[src/rtl/tacs_pkg.sv]
// Shared types, constants and codes for the touch average, clamp and scale block.
package tacs_pkg;

  localparam int unsigned RAW_W        = 16;
  localparam int unsigned SCALE_W      = 12;
  localparam int unsigned DEN_W        = 16;
  localparam int unsigned PROD_W       = RAW_W + SCALE_W;
  localparam int unsigned SAMPLES_DEF  = 16;
  localparam int unsigned CFG_IDX_W    = 3;
  localparam int unsigned CFG_DATA_W   = 16;

  localparam logic [RAW_W-1:0]   RAW_MIN_RST = 16'd0;
  localparam logic [RAW_W-1:0]   RAW_MAX_RST = 16'hFFFF;
  localparam logic [SCALE_W-1:0] WIDTH_RST   = 12'd320;
  localparam logic [SCALE_W-1:0] HEIGHT_RST  = 12'd240;

  typedef enum logic [CFG_IDX_W-1:0] {
    REG_X_MIN  = 3'd0,
    REG_X_MAX  = 3'd1,
    REG_Y_MIN  = 3'd2,
    REG_Y_MAX  = 3'd3,
    REG_WIDTH  = 3'd4,
    REG_HEIGHT = 3'd5
  } cfg_idx_e;

  typedef enum logic [2:0] {
    S_IDLE,
    S_AVG,
    S_MUL,
    S_DIV_GO,
    S_DIV_WAIT,
    S_EMIT
  } state_e;

  typedef enum logic {
    AXIS_X = 1'b0,
    AXIS_Y = 1'b1
  } axis_e;

  typedef struct packed {
    logic add;
    logic clear;
  } acc_ctrl_t;

endpackage

[src/rtl/tacs_accum.sv]
// Sample counter and running X/Y sums of the current pen-down run.
module tacs_accum import tacs_pkg::*; #(
  parameter int unsigned SAMPLES = SAMPLES_DEF,
  parameter int unsigned SUM_W   = RAW_W + $clog2(SAMPLES),
  parameter int unsigned CNT_W   = $clog2(SAMPLES)
) (
  input  logic             clk_i,
  input  logic             rst_ni,
  input  acc_ctrl_t        ctrl_i,
  input  logic [RAW_W-1:0] sample_x_i,
  input  logic [RAW_W-1:0] sample_y_i,
  output logic [SUM_W-1:0] sum_x_o,
  output logic [SUM_W-1:0] sum_y_o,
  output logic             last_o
);

  logic [CNT_W-1:0] cnt_q, cnt_d;
  logic [SUM_W-1:0] sum_x_q, sum_x_d, sum_y_q, sum_y_d;

  always_comb begin
    priority if (ctrl_i.clear) begin
      cnt_d   = '0;
      sum_x_d = '0;
      sum_y_d = '0;
    end else if (ctrl_i.add) begin
      cnt_d   = cnt_q + CNT_W'(1);
      sum_x_d = sum_x_q + SUM_W'(sample_x_i);
      sum_y_d = sum_y_q + SUM_W'(sample_y_i);
    end else begin
      cnt_d   = cnt_q;
      sum_x_d = sum_x_q;
      sum_y_d = sum_y_q;
    end
  end

  always_ff @(posedge clk_i or negedge rst_ni) begin
    if (!rst_ni) begin
      cnt_q   <= '0;
      sum_x_q <= '0;
      sum_y_q <= '0;
    end else begin
      cnt_q   <= cnt_d;
      sum_x_q <= sum_x_d;
      sum_y_q <= sum_y_d;
    end
  end

  assign sum_x_o = sum_x_q;
  assign sum_y_o = sum_y_q;
  assign last_o  = (cnt_q == CNT_W'(SAMPLES - 1));

endmodule

[src/rtl/tacs_div.sv]
// Shared restoring divider, one quotient bit per cycle.
module tacs_div import tacs_pkg::*; #(
  parameter int unsigned NUM_W = PROD_W
) (
  input  logic             clk_i,
  input  logic             rst_ni,
  input  logic             start_i,
  input  logic [NUM_W-1:0] num_i,
  input  logic [DEN_W-1:0] den_i,
  output logic             done_o,
  output logic [NUM_W-1:0] quot_o
);

  localparam int unsigned CNT_W = $clog2(NUM_W + 1);

  logic [NUM_W-1:0] num_q, num_d;
  logic [DEN_W-1:0] den_q, den_d;
  logic [DEN_W-1:0] rem_q, rem_d;
  logic [CNT_W-1:0] cnt_q, cnt_d;
  logic             busy_q, busy_d;
  logic             done_q, done_d;
  logic [DEN_W:0]   trial;
  logic             fits;

  assign trial = {rem_q, num_q[NUM_W-1]};
  assign fits  = (trial >= {1'b0, den_q});

  always_comb begin
    num_d  = num_q;
    den_d  = den_q;
    rem_d  = rem_q;
    cnt_d  = cnt_q;
    busy_d = busy_q;
    done_d = 1'b0;
    if (start_i) begin
      num_d  = num_i;
      den_d  = den_i;
      rem_d  = '0;
      cnt_d  = CNT_W'(NUM_W);
      busy_d = 1'b1;
    end else if (busy_q) begin
      // shift in the next numerator bit, subtract when the divisor fits
      rem_d = fits ? DEN_W'(trial - {1'b0, den_q}) : trial[DEN_W-1:0];
      num_d = {num_q[NUM_W-2:0], fits};
      cnt_d = cnt_q - CNT_W'(1);
      if (cnt_q == CNT_W'(1)) begin
        busy_d = 1'b0;
        done_d = 1'b1;
      end
    end
  end

  always_ff @(posedge clk_i or negedge rst_ni) begin
    if (!rst_ni) begin
      busy_q <= 1'b0;
      done_q <= 1'b0;
      cnt_q  <= '0;
    end else begin
      busy_q <= busy_d;
      done_q <= done_d;
      cnt_q  <= cnt_d;
    end
  end

  always_ff @(posedge clk_i) begin
    num_q <= num_d;
    den_q <= den_d;
    rem_q <= rem_d;
  end

  assign done_o = done_q;
  assign quot_o = num_q;

endmodule

[src/rtl/touch_average_clamp_scale.sv]
// Top level: touch sample averaging, window clamp and screen scaling sequencer.
//
//   channel | direction | handshake               | payload
//   --------+-----------+-------------------------+-------------------------------
//   in      | input     | in_valid_i / in_stall_o   | pen_down_i, sample_x_i, sample_y_i
//   out     | output    | out_valid_o / out_stall_i | coords_valid_o, pos_x_o, pos_y_o
//   cfg     | input     | cfg_we_i                  | cfg_index_i, cfg_data_i
//
// A pen-down sample that does not end a run is added to the run sums. A pen-up
// sample clears the pending result and goes to the emit state, which loads the
// output register. The sample that ends a run goes, per axis, through a state
// that averages (constant reciprocal multiply) and clamps, one that forms the
// product, one that starts the shared one-bit-a-cycle divider (NUM_W bits wide,
// 28 by default) and one that waits for its quotient, and then to the emit state.
// in_stall_o is high whenever the sequencer is busy. A result waits in the
// output register; the next sample is taken while it is still stalled, and
// only a further result waits for it to leave. Reset restores the register
// defaults and clears the run; no clearing pass is needed.
module touch_average_clamp_scale import tacs_pkg::*; #(
  parameter int unsigned SAMPLES = SAMPLES_DEF
) (
  input  logic                  clk_i,
  input  logic                  rst_ni,
  // sample request
  input  logic                  in_valid_i,
  output logic                  in_stall_o,
  input  logic                  pen_down_i,
  input  logic [RAW_W-1:0]      sample_x_i,
  input  logic [RAW_W-1:0]      sample_y_i,
  // coordinate request
  output logic                  out_valid_o,
  input  logic                  out_stall_i,
  output logic                  coords_valid_o,
  output logic [SCALE_W-1:0]    pos_x_o,
  output logic [SCALE_W-1:0]    pos_y_o,
  // register writes
  input  logic                  cfg_we_i,
  input  logic [CFG_IDX_W-1:0]  cfg_index_i,
  input  logic [CFG_DATA_W-1:0] cfg_data_i
);

  // sums must hold SAMPLES full-scale readings
  localparam int unsigned SUM_W = RAW_W + $clog2(SAMPLES);
  localparam int unsigned NUM_W = (SUM_W > PROD_W) ? SUM_W : PROD_W;

  // average = (sum * ceil(2^AVG_SH / SAMPLES)) >> AVG_SH, exact for every SUM_W-bit sum
  localparam int unsigned AVG_SH  = SUM_W + $clog2(SAMPLES);
  localparam int unsigned RECIP_W = SUM_W + 2;
  localparam int unsigned AVG_PW  = SUM_W + RECIP_W;
  localparam logic [RECIP_W-1:0] AVG_RECIP =
    RECIP_W'(((64'd1 << AVG_SH) + 64'(SAMPLES) - 64'd1) / 64'(SAMPLES));

  // ---------------------------------------------------------------------------
  // Calibration registers
  // ---------------------------------------------------------------------------
  logic [RAW_W-1:0]   x_min_q, x_max_q, y_min_q, y_max_q;
  logic [SCALE_W-1:0] width_q, height_q;

  always_ff @(posedge clk_i or negedge rst_ni) begin
    if (!rst_ni) begin
      x_min_q  <= RAW_MIN_RST;
      x_max_q  <= RAW_MAX_RST;
      y_min_q  <= RAW_MIN_RST;
      y_max_q  <= RAW_MAX_RST;
      width_q  <= WIDTH_RST;
      height_q <= HEIGHT_RST;
    end else if (cfg_we_i) begin
      unique case (cfg_idx_e'(cfg_index_i))
        REG_X_MIN:  x_min_q  <= cfg_data_i[RAW_W-1:0];
        REG_X_MAX:  x_max_q  <= cfg_data_i[RAW_W-1:0];
        REG_Y_MIN:  y_min_q  <= cfg_data_i[RAW_W-1:0];
        REG_Y_MAX:  y_max_q  <= cfg_data_i[RAW_W-1:0];
        REG_WIDTH:  width_q  <= cfg_data_i[SCALE_W-1:0];
        REG_HEIGHT: height_q <= cfg_data_i[SCALE_W-1:0];
        default: ; // drop writes beyond the register list
      endcase
    end
  end

  // ---------------------------------------------------------------------------
  // Run accumulator
  // ---------------------------------------------------------------------------
  acc_ctrl_t        acc_ctrl;
  logic [SUM_W-1:0] sum_x, sum_y;
  logic             run_last;

  tacs_accum #(
    .SAMPLES (SAMPLES),
    .SUM_W   (SUM_W),
    .CNT_W   ($clog2(SAMPLES))
  ) u_accum (
    .clk_i      (clk_i),
    .rst_ni     (rst_ni),
    .ctrl_i     (acc_ctrl),
    .sample_x_i (sample_x_i),
    .sample_y_i (sample_y_i),
    .sum_x_o    (sum_x),
    .sum_y_o    (sum_y),
    .last_o     (run_last)
  );

  // ---------------------------------------------------------------------------
  // Shared divider
  // ---------------------------------------------------------------------------
  logic             div_start;
  logic [NUM_W-1:0] div_num;
  logic [DEN_W-1:0] div_den;
  logic             div_done;
  logic [NUM_W-1:0] div_quot;

  tacs_div #(
    .NUM_W (NUM_W)
  ) u_div (
    .clk_i   (clk_i),
    .rst_ni  (rst_ni),
    .start_i (div_start),
    .num_i   (div_num),
    .den_i   (div_den),
    .done_o  (div_done),
    .quot_o  (div_quot)
  );

  // ---------------------------------------------------------------------------
  // Sequencer
  // ---------------------------------------------------------------------------
  state_e state_q, state_d;
  axis_e  axis_q, axis_d;
  logic   in_take;
  logic   out_free;

  logic [SUM_W-1:0]   cur_sum;
  logic [RAW_W-1:0]   cur_lo, cur_hi;
  logic [SCALE_W-1:0] cur_scale;
  logic [AVG_PW-1:0]  avg_prod;
  logic [RAW_W-1:0]   avg, raw_lo_c, raw_c;
  logic               win_empty;
  logic [SCALE_W-1:0] scaled;

  logic [RAW_W-1:0]   raw_q;
  logic [PROD_W-1:0]  prod_q;
  logic [SCALE_W-1:0] res_x_q, res_y_q;
  logic               res_ok_q;

  logic               out_valid_q, out_valid_d;
  logic               out_ok_q;
  logic [SCALE_W-1:0] out_x_q, out_y_q;

  assign in_stall_o = (state_q != S_IDLE);
  assign in_take    = in_valid_i && !in_stall_o;
  assign out_free   = !out_valid_q || !out_stall_i;

  // per-axis operand selection
  assign cur_sum   = (axis_q == AXIS_Y) ? sum_y    : sum_x;
  assign cur_lo    = (axis_q == AXIS_Y) ? y_min_q  : x_min_q;
  assign cur_hi    = (axis_q == AXIS_Y) ? y_max_q  : x_max_q;
  assign cur_scale = (axis_q == AXIS_Y) ? height_q : width_q;

  // divide the sum by SAMPLES with a constant reciprocal, truncating
  assign avg_prod  = AVG_PW'(cur_sum) * AVG_PW'(AVG_RECIP);
  assign avg       = avg_prod[AVG_SH +: RAW_W];

  // raise to min first, then lower to max
  assign raw_lo_c  = (avg < cur_lo) ? cur_lo : avg;
  assign raw_c     = (raw_lo_c > cur_hi) ? cur_hi : raw_lo_c;
  assign win_empty = (cur_hi <= cur_lo);
  assign scaled    = win_empty ? '0 : div_quot[SCALE_W-1:0];

  always_comb begin
    state_d        = state_q;
    axis_d         = axis_q;
    acc_ctrl.add   = 1'b0;
    acc_ctrl.clear = 1'b0;
    div_start      = 1'b0;
    div_num        = NUM_W'(prod_q);
    div_den        = cur_hi - cur_lo;
    unique case (state_q)
      S_IDLE: begin
        axis_d = AXIS_X;
        if (in_take) begin
          if (!pen_down_i) begin
            state_d = S_EMIT;
          end else begin
            acc_ctrl.add = 1'b1;
            if (run_last) begin
              state_d = S_AVG;
            end
          end
        end
      end
      S_AVG: begin
        state_d = S_MUL;
      end
      S_MUL: begin
        state_d = S_DIV_GO;
      end
      S_DIV_GO: begin
        div_start = 1'b1;
        state_d   = S_DIV_WAIT;
      end
      S_DIV_WAIT: begin
        if (div_done) begin
          if (axis_q == AXIS_X) begin
            axis_d  = AXIS_Y;
            state_d = S_AVG;
          end else begin
            state_d = S_EMIT;
          end
        end
      end
      S_EMIT: begin
        if (out_free) begin
          acc_ctrl.clear = 1'b1;
          state_d        = S_IDLE;
        end
      end
      default: state_d = S_IDLE;
    endcase
  end

  always_ff @(posedge clk_i or negedge rst_ni) begin
    if (!rst_ni) begin
      state_q <= S_IDLE;
      axis_q  <= AXIS_X;
    end else begin
      state_q <= state_d;
      axis_q  <= axis_d;
    end
  end

  // working registers of the current axis and the pending result
  always_ff @(posedge clk_i) begin
    if (state_q == S_IDLE && in_take && !pen_down_i) begin
      res_ok_q <= 1'b0;
      res_x_q  <= '0;
      res_y_q  <= '0;
    end
    if (state_q == S_AVG) begin
      raw_q <= raw_c;
    end
    if (state_q == S_MUL) begin
      prod_q <= PROD_W'(raw_q - cur_lo) * PROD_W'(cur_scale);
    end
    if (state_q == S_DIV_WAIT && div_done) begin
      res_ok_q <= 1'b1;
      if (axis_q == AXIS_X) begin
        res_x_q <= scaled;
      end else begin
        res_y_q <= scaled;
      end
    end
  end

  // ---------------------------------------------------------------------------
  // Output register
  // ---------------------------------------------------------------------------
  always_comb begin
    out_valid_d = out_valid_q && out_stall_i;
    if (state_q == S_EMIT && out_free) begin
      out_valid_d = 1'b1;
    end
  end

  always_ff @(posedge clk_i or negedge rst_ni) begin
    if (!rst_ni) begin
      out_valid_q <= 1'b0;
    end else begin
      out_valid_q <= out_valid_d;
    end
  end

  always_ff @(posedge clk_i) begin
    if (state_q == S_EMIT && out_free) begin
      out_ok_q <= res_ok_q;
      out_x_q  <= res_x_q;
      out_y_q  <= res_y_q;
    end
  end

  assign out_valid_o    = out_valid_q;
  assign coords_valid_o = out_ok_q;
  assign pos_x_o        = out_x_q;
  assign pos_y_o        = out_y_q;

endmodule

[config.mk]
export PLATFORM = sky130hd
export DESIGN_NAME = touch_average_clamp_scale
export DESIGN_NICKNAME = d
export VERILOG_FILES = /design/src/rtl/tacs_pkg.sv /design/src/rtl/tacs_accum.sv /design/src/rtl/tacs_div.sv /design/src/rtl/touch_average_clamp_scale.sv
export SDC_FILE = /design/constraint.sdc
export NUM_CORES = 1
export LEC_CHECK = 0
export CORE_MARGIN = 2
export CORE_UTILIZATION = 70
export DETAILED_ROUTE_END_ITERATION = 10
export DONT_BUFFER_PORTS = 1
export PLACE_DENSITY = 0.86
export SLEW_MARGIN = 25
export SYNTH_ARGS = -nofsm -noshare
export SYNTH_HDL_FRONTEND = slang
export SYNTH_SLANG_ARGS = --single-unit
[constraint.sdc]
create_clock -name clk_i -period 12 [get_ports clk_i]
set_input_delay 1.8 -clock clk_i [delete_from_list [all_inputs] [get_ports clk_i]]
set_output_delay 1.8 -clock clk_i [all_outputs]
set_load 0.1 [all_outputs]
---- Word-level counts from Yosys, hierarchy flattened ----
Cells that the tools add are included.
word-level totals
  bits in registers ....................... 298
  word-level logic and storage cells ...... 125
  input port bits ......................... 57
  output and inout bits ................... 27
operators by class
  $add $sub $neg .......................... 7
  eq/ne operators ......................... 16
  multiply operators ...................... 1
  reduce and logical (&&, ||, !) cells .... 25
  magnitude comparators ................... 4
  mux-type cells .......................... 46
operators with widths
  cell                  count
  $mux W20              5
  $mux W12              8
  $mux W16              5
  $mux W28              2
  $add A20 B16 Y20      2
  $sub A16 B16 Y16      2
  $mul A17 B13 Y28      1
  $mux W3               6
  $pmux W3 S6           1
  $ge A17 B16 Y1        1
  $sub A16 B16 Y17      1
  $gt A16 B16 Y1        1
  $le A16 B16 Y1        1
  $lt A16 B16 Y1        1
  $mux W1               14
  $reduce_and A2 Y1     7
  $eq A3 B2 Y1 const B  4
  $eq A3 B3 Y1 const B  4
  $mux W5               2
  $mux W4               2
  $eq A3 B1 Y1 const B  2
  $logic_and A1 B1 Y1   6
  $logic_not A3 Y1      2
  $reduce_bool A2 Y1    3
  12 further kinds      16

---- Depth between registers and ports, before layout ----
Gate-level depths: netlist of the first run.
  depth after elaboration ................. 8
  depth in mapped cells ................... 34
  depth with buffers taken out ............ 31

---- Modules after synthesis ----
Synthesis of the first run repeated with hierarchy kept, for this count alone.
unflattened totals
  cells, all modules ...................... 2316
  area total of the unflattened synthesis .. 23949.2 um^2
by module, submodules not included
  module                     seq. area each (um^2)  cells each  times used  area an instance (um^2)
  touch_average_clamp_scale  4947.2                 1600        1           16816.1
  tacs_div                   1816.7                 340         1           3759.9
  tacs_accum                 1101.1                 376         1           3373.2

---- Worst setup path after synthesis of the first run ----
OpenSTA, ideal clock, no wires.
  path type ............................... flip-flop to flip-flop
  start ................................... register axis_q
  end ..................................... register prod_q[27] (netlist: div_num[27]), data pin
  library setup time ...................... 0.260 ns
  buffers on the path ..................... 4
  slack ................................... 3.915 ns
  required time ........................... 11.740 ns
  cell stages (with the launch flop) ...... 31
  period minus slack after synthesis ...... 8.085 ns
  arrival time ............................ 7.825 ns
  cells stage by stage .................... dfrtp_1 buf_6 buf_2 buf_1 mux2i_1 ha_1 nor2b_1 o31a_1 o2111ai_1 o211ai_1 and3_1 a2111oi_2 buf_2 nand2_1 fa_1 inv_1 fa_1 fa_1 fa_1 inv_1 fa_1 inv_1 ha_1 a211oi_1 nand2_1 nor2_1 o21ai_0 a31oi_1 o221ai_1 a31oi_1 xnor2_1
on the way
  cells in the longest elaborated chain, start to end .. 3
  elaborated cells on any way between the ends .. 4
  classes of those cells .................. 1 x add/sub; 1 x mul; 2 x mux
RTL lines
  what                      RTL line                          source
  start: declaration        touch_average_clamp_scale.sv:127  axis_e axis_q, axis_d;
  start signal: assignment  touch_average_clamp_scale.sv:226  axis_q <= axis_d;
  $mux W16                  touch_average_clamp_scale.sv:154  assign cur_lo = (axis_q == AXIS_Y) ? y_min_q : x_min_q;
  $sub A16 B16 Y17          touch_average_clamp_scale.sv:241  prod_q <= PROD_W'(raw_q - cur_lo) * PROD_W'(cur_scale);
  $mul A17 B13 Y28 (*)      touch_average_clamp_scale.sv:241
  end signal: assignment    touch_average_clamp_scale.sv:241
  end: declaration          touch_average_clamp_scale.sv:140  logic [PROD_W-1:0] prod_q;
Mark *: on every way between the ends. The rest lies on a longest branch, timed or not.
A chain may end at the register's enable or synchronous reset.

---- Final worst setup path of the first run ----
Same ends and word-level chain as after synthesis.

==> results of run 1 <==
Yosys cell counts (all sizes together), types with 26 or more instances:
cell	number	area, um2
inv	331	1240
fa	185	3700
a22o	32	280
a21oi	86	434
xor2	41	359
o21ai	76	380
nor2	197	747
a21o	29	218
edfxtp	113	3390
ha	183	2290
dfrtp	106	2650
xnor2	65	569
mux2i	80	801
dfxtp	41	821
nand2b	26	163
mux2	117	1320
a211oi	26	195
dfstp	38	998
nor3	37	185
clkbuf	46	173
nand2	249	935
logic make-up after synthesis:
group,Yosys count,share of synthesized area [%]
AO/OA/AOI/OAI,361,10.3
XOR/XNOR,106,3.92
adder cells (fa/ha/maj),368,25.3
buffers and inverters,403,6.59
flip-flops,298,33.2
multiplexers,197,8.94
AND/OR/NAND/NOR,628,11.7
worst register-to-register path: cells and delay by family (launching register included):
family                     cells  cell delay (ns)
adders and majority gates      7             2.88
DFF                            1             0.94
buffers and inverters          5             0.41
xor gates and xnor gates       1             0.09
AOI/OAI and AO/OA             13             3.99
and+or+nand+nor                2             0.41
muxes                          1             0.50
metrics by stage:
stage / cells / setup WS [ns] / area [um2]
4_1_cts: 2820 / 2.58 / 25200
3_3_place_gp: 2763 / 2.94 / 24200
5_1_grt: 2821 / 2.04 / 25200
6_report: 2821 / 2.54 / 25200
3_5_place_dp: 2764 / 2.64 / 24200
2_1_floorplan: 2361 / 3.91 / 23700
cell type report:
| cell class | instances | area [um2] |
|---|---|---|
| multi-input combinational | 1660 | 14300 |
| fill | 2203 | 8220 |
| sequential | 298 | 7870 |
| inverter | 332 | 1250 |
| clock buffer | 41 | 832 |
| tap | 448 | 561 |
| timing repair buffer | 27 | 206 |
| clock inverter | 15 | 186 |
registers in the layout, indices dropped and copies added, names as in the netlist, 3 cells and up:
signal and count:
u_div.quot_o 28, res_x_q 12, u_accum.cnt_q 4, y_max_q 16, x_min_q 16, u_div.rem_q 16
u_accum.sum_x_o 20, pos_x_o 12, raw_q 16, height_q 12, pos_y_o 12, div_num 28
x_max_q 16, u_div.cnt_q 5, y_min_q 16, res_y_q 12, u_accum.sum_y_o 20, state_q 3
u_div.den_q 16, width_q 12
worst max-delay path by stage:
stage / startpoint / end / cells after the start
finish: axis_q$_DFFE_PN0P_ / div_num[27]$_DFFE_PP_ / 29
global route: axis_q$_DFFE_PN0P_ / div_num[27]$_DFFE_PP_ / 30
CTS: axis_q$_DFFE_PN0P_ / div_num[27]$_DFFE_PP_ / 27
detailed placement: axis_q$_DFFE_PN0P_ / div_num[27]$_DFFE_PP_ / 27
global placement: axis_q$_DFFE_PN0P_ / div_num[27]$_DFFE_PP_ / 27
floorplan: axis_q$_DFFE_PN0P_ / div_num[27]$_DFFE_PP_ / 30
routing by layer:
metal / wire length [um] / up-vias / global-route usage (%)
met1: 22900 / 8422 / 42.5
li1: - / 7925 / -
met3: 3980 / 100 / 6.14
met5: 0 / - / 0
met2: 26100 / 601 / 53.2
met4: 1340 / 0 / 8.33
==> run metrics, run 1 <==
Nets=2774; CTS Sinks=298; vias in the first global route=17800; Fin Setup TNS=0 ns; core area=0.0334 mm2; Slew Limit Fails=0; final setup vio count=0; Hold Buf Count CTS=0; CP max stage delay=0.94 ns; die area=0.0353 mm2; Post-synth EDFFs=113; Clock Skew=0.0108 ns; htree depth=1; initial core utilization=70.8%; Synth cell types=75; Hold WS=0.441 ns; WP data arrival=9.78 ns; die height=188 um; post_cts resized=0; Yosys reg bits=298; CTS tree=done; Area Overhead vs Synth=6.50%; vias=17000; Die W=188 um; Crit path max-delay family=compound AO/OA/AOI/OAI gates; sequential fraction of the synthesis area=33.2%; number of buffers created by CTS=30; Worst-Margin Slew=1.13 ns; Hold Path Class=register to register; synth warn=0; GP Congestion=0.983; initial antenna violation count=0; critical path buffer and inverter count=5; Critical R2R Launch=axis_q$_DFFE_PN0P_; CTS clk-pin slew, worst paths=0.07 ns; clock root cell=clkbuf_16; Max Root-Sink Buffers=3; ANT nets after route=0; slew margin rel.=23.3%; hpwl dp=42100 um; clock network latency to the later pin of the worst-skew pair=0.57 ns; most frequent cells in the layout=inv_1 (331), nand2_1 (249), nor2_1 (195); Mapped Cells=2361; largest net degree at the start of global routing=145; Hold EP=pos_x_o[4]$_DFFE_PP_; status=completed; gr usage total=31.7%; worst hold path depth=0; 1st-iter DRT viols=1392; RSZ-0062 raised after global routing=false; Worst path slowest cell=dfrtp_4; Net Count, Synth=2786; fin crit share=78.9%; drc violations=0; Final min period=9.46 ns; Rows=67; Via density=6.04; gr ovfl total=0; WS Path Type=register to register; Worst Setup End Kind=register; CP startpoint kind=register; share of post-route cells with drive strength above 1=10.5%; syn_area_per_cell=10.0 um2; worst-path maximum fanout=50; Top Ports=84; first-pass GRT wire length=89700 um; # diodes=0; Hold Fails Final Rpt=0; critical path required time=12.31 ns; reg2reg end=div_num[27]$_DFFE_PP_; reg-to-reg slack, setup=2.54 ns; commonest non-fill, non-tap cell in the layout=inv_1; Pre-Repair DR Iteration Count=5; hold path start=res_x_q[4]$_DFF_P_; Total Wirelength=54300 um; top_reg_cell synth=edfxtp_1; PortBufs=0; reg2reg path depth=29; routed length per instance=19.3 um; f_max=106 MHz; MaxCap Viol Count=0; synthesized area=0.0237 mm2; Setup Fix Bufs, Post-CTS=0; post-layout util=75.4%; Async SR Flop Fraction=48.3%
Power of run 1 is left out: the tool's default activity adds up to more than one toggle a clock period on the data nets, which glitch-free logic cannot reach.
==> run 2, diff against run 1 <==
- CORE_UTILIZATION: 70 -> 59
- PLACE_DENSITY: 0.86 -> 0.78
- clock period: 12 -> 8 ns (I/O delays scaled with it)
==> run 2 against run 1 <==
Net effect: sequential share of layout area shrank 0.85 points; core utilization decreased by 10 points; maximum frequency up 24%; global-route usage decreased by 4.8 points; sequential cell count stayed put; cell count increased by 4.5%; die area is 18% higher; worst hold slack worse by 0.094 ns; clock skew increased by 0.0092 ns; critical path type unchanged.
==> run metrics, run 2 (same netlist as run 1, synthesis figures left out) <==
number of buffers created by CTS=35 (+17%); largest net degree at the start of global routing=145 (unchanged); Hold Buf Count CTS=0 (unchanged); most frequent cells in the layout=inv_1 (331), nand2_1 (249), nor2_1 (195); vias in the first global route=17800 (-0.14%); hpwl dp=41900 um (-0.64%); gr usage total=26.9% (-4.8 points); Worst-Margin Slew=0.975 ns (-0.158 ns); final instance area=0.0259 mm2 (+2.8%); PortBufs=0 (unchanged); MaxCap Viol Count=0 (unchanged); initial antenna violation count=0 (unchanged); first-pass GRT wire length=89800 um (about the same); initial core utilization=59.7% (-11 points); status=completed; Total Wirelength=54000 um (-0.58%); drc violations=0 (unchanged); WP data arrival=7.92 ns (-1.86 ns); most frequent cell on the critical path=fa_1; 1st-iter DRT viols=1118 (-20%); clock root cell=clkbuf_16; placed cell area=0.0246 mm2 (+1.5%); Area Overhead vs Synth=9.48%; Via density=5.78 (-4.4%); f_max=131 MHz (+24%); critical path required time=8.29 ns (-4.02 ns); Hold Path Class=primary input to asynchronous set/reset pin; Top Ports=84 (unchanged); gr ovfl total=0 (unchanged); GP Congestion=0.931 (-5.3%); number of instances in the placed design=2876 (+4.1%); die area=0.0418 mm2 (+18%); Rows=73 (+9.0%); CTS Sinks=298 (unchanged); final setup vio count=0 (unchanged); Hold Fails Final Rpt=0 (unchanged); met2 Use GR=45.1% (-8.2 points); Clock Skew=0.0200 ns (+0.00922 ns); Worst path slowest cell=dfrtp_4; fin crit share=95.4% (+17 points); Max Root-Sink Buffers=3 (unchanged); die height=204 um (+8.7%); vias=17000 (-0.10%); # diodes=0 (unchanged); worst-path maximum fanout=8 (-84%); commonest non-fill, non-tap cell in the layout=inv_1; core area=0.0396 mm2 (+19%); routed length per instance=18.3 um (-4.9%); Die W=204 um (+8.7%); CTS tree=done; met3 Track Usage GR=4.42% (-1.7 points); Worst Setup End Kind=register; WS Path Type=register to register; CP max stage delay=0.54 ns (-0.40 ns); clock network latency to the later pin of the worst-skew pair=0.55 ns (-0.02 ns); Final min period=7.64 ns (-1.83 ns); share of post-route cells with drive strength above 1=13.2% (+2.7 points); Nets=2821 (+1.7%); gr busiest metal=met2; GR Layer Usage met1=35.9% (-6.6 points); ANT nets after route=0 (unchanged); Pre-Repair DR Iteration Count=5 (unchanged); slew margin rel.=34.6% (+11 points); post-layout util=65.4% (-10 points); Slew Limit Fails=0 (unchanged); CP startpoint kind=register; CTS clk-pin slew, worst paths=0.06 ns (about the same); htree depth=2 (+1); Hold WS=0.347 ns (-0.0941 ns); Post-Layout Cell Count=2948 (+4.5%)
## run 2: worst paths after layout
check                           depth (start not counted)  slack [ns]                from                      end
worst max-delay path                                   28        0.36  axis_q$_DFFE_PN0P_    div_num[24]$_DFFE_PP_
worst min-delay path                                    0        0.35              rst_ni   x_min_q[6]$_DFFE_PN0P_
worst max register to register                         28        0.36  axis_q$_DFFE_PN0P_    div_num[24]$_DFFE_PP_
worst min register to register                          0        0.44  res_y_q[3]$_DFF_P_     pos_y_o[3]$_DFFE_PP_
max in group asynchronous                               0        7.41              rst_ni  x_max_q[11]$_DFFE_PN1P_
min in group clk_i                                      0        0.44  res_y_q[3]$_DFF_P_     pos_y_o[3]$_DFFE_PP_
## run 2: final cells by class
cell class / instances / area, um2
multi-input cells: 1661 / 14400
fillers: 3109 / 13700
flip-flops and latches: 298 / 7870
inverters: 332 / 1250
clock buffers: 51 / 1080
well taps: 525 / 657
repair buffers: 68 / 531
clock inverters: 13 / 100
## run 2: per-stage QoR
step / worst slack [ns] / TNS (ns)
4_1_cts: 0.0738 / 0
3_5_place_dp: 0.127 / 0
6_report: 0.365 / 0
2_1_floorplan: 0.114 / 0
3_3_place_gp: 0.224 / 0
5_1_grt: -0.0743 / -0.142
## run 2: repair_timing
item	in CTS	in global routing
gates resized for setup	0	23
setup endpoints to repair	0	7
buffers inserted	0	6
## run 2: critical path: cells and delay by family, from the launching register on
kind / cells / cell delay [ns]
fa+ha+maj: 7 / 3.11
compound gates: 8 / 1.91
simple gates: 4 / 0.65
buf+inv: 6 / 0.60
flops: 1 / 0.54
xor+xnor: 2 / 0.35
mux: 1 / 0.21
## run 2: per-layer routing
layer	vias up	routed length, um	part of all wire (%)
li1	8047	-	-
met2	465	25700	48
met1	8415	23700	44
met5	-	0	0
met3	104	3180	5.9
met4	0	1470	2.7
Power of run 2 is left out for the same reason.
==> run 3, diff against run 2 <==
==> constraint.sdc (replaced) <==
create_clock -name clk_i -period 8 [get_ports clk_i]
set_input_delay 0.8 -clock clk_i [delete_from_list [all_inputs] [get_ports clk_i]]
set_output_delay 0.8 -clock clk_i [all_outputs]
set_load 0.1 [all_outputs]
==> run 3 against run 2 <==
Net effect: die area is the same; maximum frequency shrank 0.55%; worst setup slack lost 0.042 ns; first-iteration DRC count grew 1.1%; core utilization grew 0.069 points; via count grew 0.55%; largest cell class unchanged.
==> run metrics, run 3 (same netlist as run 1, synthesis figures left out) <==
MaxCap Viol Count=0 (unchanged); Pre-Repair DR Iteration Count=5 (unchanged); ANT nets after route=0 (unchanged); worst-path maximum fanout=8 (unchanged); # diodes=0 (unchanged); number of buffers created by CTS=35 (unchanged); die area=0.0418 mm2 (unchanged); post-layout util=65.5% (+0.069 points); largest net degree at the start of global routing=107 (-26%); Final min period=7.68 ns (+0.0420 ns); Worst Setup End Kind=register; Clock Skew=0.0208 ns (+0.000752 ns); reg2reg path depth=28 (unchanged); commonest non-fill, non-tap cell in the layout=inv_1; 1st-iter DRT viols=1130 (+1.1%); met3 WL post-DR=3120 um (-1.7%); clock root cell=clkbuf_16; Max Root-Sink Buffers=3 (unchanged); Placement Setup Slack=0.127 ns (unchanged); Via density=5.81 (+0.51%); core area=0.0396 mm2 (unchanged); htree depth=2 (unchanged); WP data arrival=7.97 ns (+0.05 ns); clock network latency to the later pin of the worst-skew pair=0.56 ns (about the same); drc violations=0 (unchanged); Top Ports=84 (unchanged); CP max stage delay=0.54 ns (about the same); final setup vio count=0 (unchanged); Hold Path Class=primary input to asynchronous set/reset pin; fillers=3105 (-0.13%); f_max=130 MHz (-0.55%); Die W=204 um (unchanged); final instance area=0.0260 mm2 (+0.11%); gr ovfl total=0 (unchanged); WS Path Type=register to register; slew margin rel.=33.2% (-1.4 points); placed cell area=0.0246 mm2 (unchanged); Slew Limit Fails=0 (unchanged); final worst slack=0.323 ns (-0.0420 ns); hpwl dp=41900 um (unchanged); CTS Sinks=298 (unchanged); Area Overhead vs Synth=9.59%; met2 routed WL=25900 um (+0.53%); Nets=2822 (+0.035%); Hold Fails Final Rpt=0 (unchanged); die height=204 um (unchanged); initial core utilization=59.7% (unchanged); Total Wirelength=54300 um (+0.61%); fin crit share=96.0% (+0.53 points); initial antenna violation count=0 (unchanged); PortBufs=0 (unchanged); Worst path slowest cell=dfrtp_4; most frequent cell on the critical path=fa_1; first-pass GRT wire length=90000 um (+0.31%); CP startpoint kind=register; GP Congestion=0.931 (unchanged); critical path required time=8.29 ns (about the same); share of post-route cells with drive strength above 1=13.2% (+0.036 points); uppermost layer routed=met4; routed length per instance=18.4 um (+0.58%); status=completed; vias in the first global route=17800 (+0.13%); CTS clk-pin slew, worst paths=0.06 ns (about the same); most frequent cells in the layout=inv_1 (331), nand2_1 (249), nor2_1 (195); vias=17100 (+0.55%); CTS tree=done; gr usage total=27.0% (+0.11 points); Rows=73 (unchanged); Worst-Margin Slew=0.996 ns (+0.0209 ns); DRT met1 WL=24000 um (+1.3%)
==> run 3: cell types whose count changed in the layout (fill, tap and decap cells not counted), sizes merged <==
cell / delta
buf: +1
==> run 3: area by class of cell <==
| type | instances | area (um2) | share of cell area [%] |
|---|---|---|---|
| clock buffer | 51 | 1080 | 4.16 |
| clock inverter | 13 | 100 | 0.386 |
| inverter | 332 | 1250 | 4.80 |
| multi-input combinational | 1661 | 14400 | 55.7 |
| sequential | 298 | 7870 | 30.3 |
| tap | 525 | 657 | 2.53 |
| timing repair buffer | 69 | 558 | 2.15 |
==> run 3: repair_timing <==
action | CTS | global route
endpoints found under the setup margin | 0 | 7
resized for setup | 0 | 23
buffers inserted | 0 | 6
hold buffers | 1 | 0
endpoints found under the hold margin | 106 | 0
==> run 3: path summary, 6_finish.rpt <==
kind / start / end / slack, ns
max: axis_q$_DFFE_PN0P_ / div_num[24]$_DFFE_PP_ / 0.32
min: rst_ni / x_max_q[15]$_DFFE_PN1P_ / 0.09
max reg2reg: axis_q$_DFFE_PN0P_ / div_num[24]$_DFFE_PP_ / 0.32
min reg2reg: res_y_q[3]$_DFF_P_ / pos_y_o[3]$_DFFE_PP_ / 0.44
max in group asynchronous: rst_ni / u_div.cnt_q[4]$_DFFE_PN0P_ / 7.35
min in group clk_i: out_stall_i / out_valid_o$_DFF_PN0_ / 0.38
==> run 3: critical path: cells and delay by family (launching register included) <==
family / cells / cell delay [ns]
xor gates and xnor gates: 2 / 0.35
and+or+nand+nor: 4 / 0.68
buffers and inverters: 6 / 0.60
muxes: 1 / 0.21
adders and majority gates: 7 / 3.11
DFF: 1 / 0.54
AOI/OAI and AO/OA: 8 / 1.91
==> run 3: metrics by stage <==
step,instances,hold WS (ns),setup TNS [ns]
after global routing,2949,0.0801,-0.147
after global placement,2875,0.421,0
after floorplan,2361,0.409,0
after CTS,2941,0.0766,0
after detailed placement,2876,0.422,0
final,2949,0.0933,0
==> run 3: per-layer routing <==
metal  vias to the layer above  global-route usage, %
met4                         0                   8.07
met5                         -                      0
met2                       498                   45.3
met1                      8481                   36.1
li1                       8048                      -
met3                        97                   4.40
Power of run 3 is left out for the same reason.
